`src/rtl/pgq_pkg.sv`:
```
`default_nettype none

package pgq_pkg;

	// Field widths
	localparam int unsigned COORD_W   = 12;
	localparam int unsigned SUM_W     = 32;
	localparam int unsigned DIV_W     = 16;
	localparam int unsigned WIDTH_W   = 13;
	localparam int unsigned ADDR_W    = 26;
	localparam int unsigned CHAN_W    = 8;

	// Fixed-point format of the colour sums and frame limits
	localparam int unsigned FRAC_BITS = 16;
	localparam int unsigned MAX_WIDTH = 4096;

	// Rescale of the average to Q16.16 before the square root
	localparam int unsigned UP_SHIFT  = (FRAC_BITS < 16) ? (16 - FRAC_BITS) : 0;
	localparam int unsigned DN_SHIFT  = (FRAC_BITS > 16) ? (FRAC_BITS - 16) : 0;
	localparam int unsigned SCALE_W   = SUM_W + 8;

	// Square root operand and partial remainder
	localparam int unsigned RAD_W     = 2 * CHAN_W;
	localparam int unsigned REM_W     = CHAN_W + 2;

	// Cell counts and end-to-end latency
	localparam int unsigned DIV_STEPS  = SUM_W;
	localparam int unsigned SQRT_STEPS = CHAN_W;
	localparam int unsigned LATENCY    = DIV_STEPS + SQRT_STEPS;

	// Configuration register indexes
	localparam int unsigned CFG_IDX_W = 1;
	localparam logic [CFG_IDX_W-1:0] REG_SAMPLE_COUNT = 1'b0;
	localparam logic [CFG_IDX_W-1:0] REG_FRAME_WIDTH  = 1'b1;

	// Reset values of the registers
	localparam logic [DIV_W-1:0]   SAMPLE_COUNT_RST = 16'd1;
	localparam logic [WIDTH_W-1:0] FRAME_WIDTH_RST  = 13'd256;

endpackage

`default_nettype wire

```
`src/rtl/pgq_div_cell.sv`:
```
`default_nettype none

// One restoring division step: brings down one dividend bit, emits one quotient bit
module pgq_div_cell (
	input  wire logic                      clk,
	input  wire logic [pgq_pkg::DIV_W-1:0] divisor,
	input  wire logic [pgq_pkg::DIV_W-1:0] rem_in,
	input  wire logic [pgq_pkg::SUM_W-1:0] word_in,
	output logic      [pgq_pkg::DIV_W-1:0] rem_out,
	output logic      [pgq_pkg::SUM_W-1:0] word_out
);
	import pgq_pkg::*;

	logic [DIV_W:0]   trial;
	logic [DIV_W:0]   diff;
	logic             fits;
	logic [DIV_W-1:0] rem_q;
	logic [SUM_W-1:0] word_q;

	// trial subtract of the divisor from the shifted remainder
	always_comb begin
		trial = {rem_in, word_in[SUM_W-1]};
		diff  = trial - {1'b0, divisor};
		fits  = (trial >= {1'b0, divisor});
	end

	// word: dividend bits leave at the top, quotient bits enter at the bottom
	always_ff @(posedge clk) begin
		rem_q  <= fits ? diff[DIV_W-1:0] : trial[DIV_W-1:0];
		word_q <= {word_in[SUM_W-2:0], fits};
	end

	assign rem_out  = rem_q;
	assign word_out = word_q;

endmodule

`default_nettype wire

```
`src/rtl/pgq_sqrt_cell.sv`:
```
`default_nettype none

// One digit-by-digit square root step: takes two radicand bits, yields one root bit
module pgq_sqrt_cell (
	input  wire logic                       clk,
	input  wire logic [pgq_pkg::RAD_W-1:0]  rad_in,
	input  wire logic [pgq_pkg::REM_W-1:0]  rem_in,
	input  wire logic [pgq_pkg::CHAN_W-1:0] root_in,
	output logic      [pgq_pkg::RAD_W-1:0]  rad_out,
	output logic      [pgq_pkg::REM_W-1:0]  rem_out,
	output logic      [pgq_pkg::CHAN_W-1:0] root_out
);
	import pgq_pkg::*;

	logic [REM_W+1:0]  rem_sh;
	logic [REM_W+1:0]  trial;
	logic [REM_W+1:0]  diff;
	logic              fits;
	logic [RAD_W-1:0]  rad_q;
	logic [REM_W-1:0]  rem_q;
	logic [CHAN_W-1:0] root_q;

	// compare against 4*root + 1
	always_comb begin
		rem_sh = {rem_in, rad_in[RAD_W-1:RAD_W-2]};
		trial  = {2'b00, root_in, 2'b01};
		diff   = rem_sh - trial;
		fits   = (rem_sh >= trial);
	end

	// remainder stays below 2*root+1, so REM_W bits hold it
	always_ff @(posedge clk) begin
		rad_q  <= {rad_in[RAD_W-3:0], 2'b00};
		rem_q  <= fits ? diff[REM_W-1:0] : rem_sh[REM_W-1:0];
		root_q <= {root_in[CHAN_W-2:0], fits};
	end

	assign rad_out  = rad_q;
	assign rem_out  = rem_q;
	assign root_out = root_q;

endmodule

`default_nettype wire

```
`src/rtl/pgq_channel.sv`:
```
`default_nettype none

// One colour channel: division chain, rescale and clamp, then square root chain
module pgq_channel (
	input  wire logic                       clk,
	input  wire logic [pgq_pkg::DIV_W-1:0]  divisor,
	input  wire logic [pgq_pkg::SUM_W-1:0]  sum,
	output logic      [pgq_pkg::CHAN_W-1:0] level
);
	import pgq_pkg::*;

	logic [DIV_W-1:0]  div_rem  [0:DIV_STEPS];
	logic [SUM_W-1:0]  div_word [0:DIV_STEPS];
	logic [RAD_W-1:0]  sq_rad   [0:SQRT_STEPS];
	logic [REM_W-1:0]  sq_rem   [0:SQRT_STEPS];
	logic [CHAN_W-1:0] sq_root  [0:SQRT_STEPS];
	logic [SCALE_W-1:0] scaled;

	// division chain, MSB first
	assign div_rem[0]  = '0;
	assign div_word[0] = sum;

	for (genvar i = 0; i < DIV_STEPS; i++) begin : g_div
		pgq_div_cell u_cell (
			.clk      (clk),
			.divisor  (divisor),
			.rem_in   (div_rem[i]),
			.word_in  (div_word[i]),
			.rem_out  (div_rem[i+1]),
			.word_out (div_word[i+1])
		);
	end

	// rescale to Q16.16; anything at or above 2^16 roots to 256 or more, so clamp
	always_comb begin
		scaled = ({{(SCALE_W-SUM_W){1'b0}}, div_word[DIV_STEPS]} << UP_SHIFT) >> DN_SHIFT;
	end

	assign sq_rad[0]  = (|scaled[SCALE_W-1:RAD_W]) ? '1 : scaled[RAD_W-1:0];
	assign sq_rem[0]  = '0;
	assign sq_root[0] = '0;

	// square root chain
	for (genvar j = 0; j < SQRT_STEPS; j++) begin : g_sqrt
		pgq_sqrt_cell u_cell (
			.clk      (clk),
			.rad_in   (sq_rad[j]),
			.rem_in   (sq_rem[j]),
			.root_in  (sq_root[j]),
			.rad_out  (sq_rad[j+1]),
			.rem_out  (sq_rem[j+1]),
			.root_out (sq_root[j+1])
		);
	end

	assign level = sq_root[SQRT_STEPS];

endmodule

`default_nettype wire

```
`config.mk`:
```
export PLATFORM = sky130hd
export DESIGN_NAME = pgq_channel
export DESIGN_NICKNAME = d
export VERILOG_FILES = /design/src/rtl/pgq_pkg.sv /design/src/rtl/pgq_div_cell.sv /design/src/rtl/pgq_sqrt_cell.sv /design/src/rtl/pgq_channel.sv
export SDC_FILE = /design/constraint.sdc
export NUM_CORES = 2
export LEC_CHECK = 0
export BUFFER_PORTS_ARGS = -buffer_cell sky130_fd_sc_hd__buf_2
export CAP_MARGIN = 20
export CORE_MARGIN = 3
export CORE_UTILIZATION = 64
export CTS_BUF_LIST = sky130_fd_sc_hd__clkbuf_16
export CTS_CLUSTER_DIAMETER = 100
export DETAILED_ROUTE_END_ITERATION = 7
export GPL_TIMING_DRIVEN = 1
export PLACE_DENSITY_LB_ADDON = 0.15
export SLEW_MARGIN = 20
export SYNTH_ARGS = -nofsm -noshare
export SYNTH_HDL_FRONTEND = slang
export SYNTH_HIERARCHICAL = 1
export SYNTH_SLANG_ARGS = --single-unit
export TNS_END_PERCENT = 30
```
`constraint.sdc`:
```
create_clock -name clk -period 4.04 [get_ports clk]
set_input_delay 0.808 -clock clk [delete_from_list [all_inputs] [get_ports clk]]
set_output_delay 0.808 -clock clk [all_outputs]
set_load 0.1 [all_outputs]
```
# Yosys cells after proc, flatten, opt, wreduce, memory -nomap -nowiden
# Index checks and enable logic that the tools add are counted.
[word_totals]
wordCells = 205
output_inout_bits = 8
ramBits = 0
latch_bits = 0
ff_bits = 1675
rom_bits = 0
mem_count = 0
[op_classes]
reduce_logical = 1
div = 0
order_cmp = 40
shifts = 0
n_eq_ne = 0
n_bitwise = 0
add_sub_neg = 38
n_mux = 39
n_mul = 0
[ops]
columns = ["op", "n"]
rows = [
  ["$ge 17x16->1", 31],
  ["$mux 16", 31],
  ["$sub 16x16->16", 30],
  ["$mux 10", 6],
  ["$ge 1x16->1", 1],
  ["$reduce_or 16->1", 1],
  ["$sub 1x16->16", 1],
  ["$ge 12x3->1", 1],
  ["$ge 12x4->1", 1],
  ["$ge 12x5->1", 1],
  ["$ge 12x6->1", 1],
  ["$ge 12x7->1", 1],
  ["$ge 12x8->1", 1],
  ["$ge 12x9->1", 1],
  ["$sub 10x3->10", 1],
  ["$sub 10x4->10", 1],
  ["$sub 10x5->10", 1],
  ["$sub 10x6->10", 1],
  ["$sub 10x7->10", 1],
  ["$sub 10x8->10", 1],
  ["$sub 2x1->3 const B", 1],
  ["$ge 2x1->1 const B", 1],
  ["$mux 2", 1],
  ["$mux 1", 1],
]

# Longest topological paths before layout
[logic_depth]
ltp_word = 4
depth_mapped = 12
mapped_depth_nobuf = 10

# Modules after synthesis
# Netlist, hierarchy kept.
[modules_own_cells]
columns = ["module", "instances", "cells_each", "seq_area_each_um2", "area_per_inst_um2"]
rows = [
  ["pgq_div_cell at g_div[16].u_cell ...", 20, 203, 960.9, 2105.8],
  ["pgq_div_cell at g_div[0].u_cell ...", 12, 205, 960.9, 2190.9],
  ["pgq_sqrt_cell", 8, 116, 640.6, 1286.2],
  ["pgq_channel", 1, 23, 0.0, 140.1],
]

# Worst setup path after synthesis
# Ideal clock, no wire load.
[synth_timing]
path_kind = "input to register"
from = "input port divisor[6] (netlist bit)"
to = "register g_div[10].u_cell.rem_q[10]"
path_buffers = 1
setup_slack_ns = 0.813
arrival_ns = 3.106
stages = 9
path_cell_list = "inv_1 ha_1 a211oi_2 o211ai_2 a221oi_4 a211oi_2 a2111oi_4 buf_6 mux2_4"
[synth_via]
elab_chain_len = 2
word_cells_on_any_way = 3
classes_between = "add/sub (1); order compare (1); mux (1)"
[synth_lines]
columns = ["element", "line", "rtl"]
rows = [
  ["from (decl)", "pgq_channel.sv:6", "input wire logic [pgq_pkg::DIV_W-1:0] divisor,"],
  ["$sub 16x16->16 or $ge 17x16->1 (tied branches)", "pgq_div_cell.sv:23, pgq_div_cell.sv:24", ""],
  ["$mux 16 (*)", "pgq_div_cell.sv:29", "rem_q <= fits ? diff[DIV_W-1:0] : trial[DIV_W-1:0];"],
  ["to (signal assigned)", "pgq_div_cell.sv:29", ""],
  ["to (decl)", "pgq_div_cell.sv:17", "logic [DIV_W-1:0] rem_q;"],
]
# Every way passes the cells marked *; elsewhere a longest branch is shown, timed or not.
# A chain may end at the register's enable or synchronous reset.

==> results.md <==
* Status: completed
* Area Overhead vs Synth at 10.8%
* Slowest stage cell, crit path: o211a_1
* Area of the multi-input gates at 38000 um^2
* CP Data Arrival Time at 4.25 ns
* Hold Crit Class: in -> reg
* Max Slew Vio Count at 0
* Max cap viols at 0
* Clock period minus worst slack at 3.57 ns
* Vias in the first global route at 50782
* Max VDD drop at 554 uV
* Die height at 351 um
* Nets at 8122
* I/O pins at between 50 and 60
* Worst Max-Slew Pin Slew at 0.775 ns
* Psw at 28.5 mW
* Routability cong. at 0.923
* Num CTS Buffers at 166
* Post-Syn Area at 76000 um^2
* Worst Path Required at 4.73 ns
* Hold Vio Cnt, Final at 0
* CTS tree: yes
* CP Max Fanout at 15
* Clock power share at 0.205
* Clock root buffer: clkbuf_16
* CTS clk-pin slew, worst paths at around 0.06 ns
* Resized cells post-CTS at 0
* Fmax at ~280 MHz
* Synth warn at 6
* Type of origin of the critical path: flop
* Core Area at 117000 um^2
* Setup crit end kind: flop
* 1st-iter DRT viols at 3731
* Gr ovfl total at 0
* Fin Clk Skew at ~0.052 ns
* Seq pwr share at 0.325
* Fin worst setup slack at 0.473 ns
* Largest net degree at the start of global routing at 33
* Reg area at 34200 um^2
* Post-DR wirelength/cell at 17.7 um
* Share of cells above drive strength 1 at 0.150
* IO buf count at between 50 and 60
* Antenna-violating nets left at 0
* First-pass GRT wire length at 260000 um
* CP Cell Sequence: nor4_1, nand4_1, buf_4, or2_1, inv_1, ha_1, nor2b_4, o31a_4, a41oi_1, o211a_1, mux2_2
* Clock buffer depth at 3
* Initial antenna violation count at 2
* Hold-fix buffers, CTS at 0
* Pleak at 38.5 nW
* Sw Ratio at 0.360
* Pwr Total at 79.0 mW
* RSZ-0062 raised after global routing: false
* # fillers at 8414
* Total GRT Usage at 0.261
* Vias after detailed routing at 52252
* TNS Setup at 0 ns
* Routed WL at 162000 um
* PwrDens at 937 nW/um^2
* Comb power frac at 0.470
* DR pass1 iterations at 8
* ANT cells at 0
* Chip width at 351 um
* Fin util at 0.720
* Final Cycle Share at 0.883
* Synth Instances at 7230
* Initial Util at 0.650
* Relative slew slack at 0.479
* H-tree Lvls at 4
* Placed wire-length estimate at 113000 um
* Critical path's largest stage delay at 0.52 ns
* Setup Fix Bufs, Post-CTS at 0
* Internal Pwr Total at between 50 and 60 mW
* Setup CP Type: reg -> reg
* CTS Sinks at roughly 1700
* Site Rows at 125
* Die area at roughly 120000 um^2
* Finish-stage setup viols at 0
* Worst-Skew Late Latency at 0.82 ns
* Vias/cell at between 5 and 6
* Drt drc at 0
* Mean Syn Cell Area at approximately 11 um^2
* Dpl ws at 0.129 ns
power by group through the flow:
stage | registers [mW] | logic (mW) | clock network (mW)
global route | 26.1 | 40.7 | 17.3
CTS | 25.7 | 36.8 | 16.6
finish | 25.6 | 37.1 | 16.2
detailed placement | 25.9 | 36.4 | 0
global placement | 25.9 | 35.5 | 0
floorplan | 24.7 | 30.7 | 0
routing by layer:
metal / wire length, um / vias to the layer above / track usage
met1: 72800 / 24578 / 0.345
met2: 74800 / 1452 / 0.433
met4: 5110 / 0 / 0.0973
met3: 8910 / 323 / 0.0389
li1: - / 25899 / -
met5: 0 / - / 0
placed cells by master (no fill, tap or decap), types with 132 or more instances in the layout:
cell type	instances
a211oi_1	132
a21o_1	165
a21oi_1	412
clkbuf_16	166
dfxtp_1	1710
ha_1	592
inv_1	828
mux2_2	236
mux2_4	235
nand2_1	280
nor2_1	340
o21a_1	144
o21ai_0	386
xnor2_1	197
per-stage QoR:
stage / hold WS, ns / std cells / instance area, um^2
CTS: 0.0315 / 9112 / 84300
finish: 0.0881 / 9112 / 84300
global route: 0.0448 / 9112 / 84300
floorplan: 0.310 / 7295 / 76300
global placement: 0.310 / 8806 / 78400
detailed placement: 0.312 / 8806 / 78400
final timing paths:
path | startpoint | to | slack [ns] | depth (start not counted)
setup / recovery | g_div[31].u_cell/word_out[28] | g_sqrt[0].u_cell/rem_out[9] | 0.47 | 11
hold reg to reg | g_div[11].u_cell/word_out[9] | g_div[12].u_cell/word_out[10] | 0.30 | 0
setup reg to reg | g_div[31].u_cell/word_out[28] | g_sqrt[0].u_cell/rem_out[9] | 0.47 | 11
hold / removal | sum[10] | g_div[0].u_cell/word_out[11] | 0.09 | 1
layout make-up:
cell class,count,area share
sequential,1710,0.406
tap,1524,0.0226
clock buffer,166,0.0493
clock inverter,140,0.0203
inverter,801,0.0357
timing repair buffer,136,0.0152
multi-input combinational,4635,0.451
flip-flops by register name (all words and copies together), names as in the netlist:
signal,flops
g_sqrt.u_cell/rem_out,70
g_div.u_cell/rem_out,496
g_div.u_cell/word_out,1024
g_sqrt.u_cell/root_out,64
g_sqrt.u_cell/rad_out,56
critical path, delay by kind of cell, from the launching register on:
kind / cells / cell delay [ns]
buffers and inverters: 2 / 0.36
multiplexers: 1 / 0.40
flip-flops: 1 / 0.30
AND/OR/NAND/NOR: 4 / 1.14
adder cells (fa/ha/maj): 1 / 0.22
AO/OA/AOI/OAI: 3 / 1.04
Note: power is estimated with default switching activity, not from simulation.
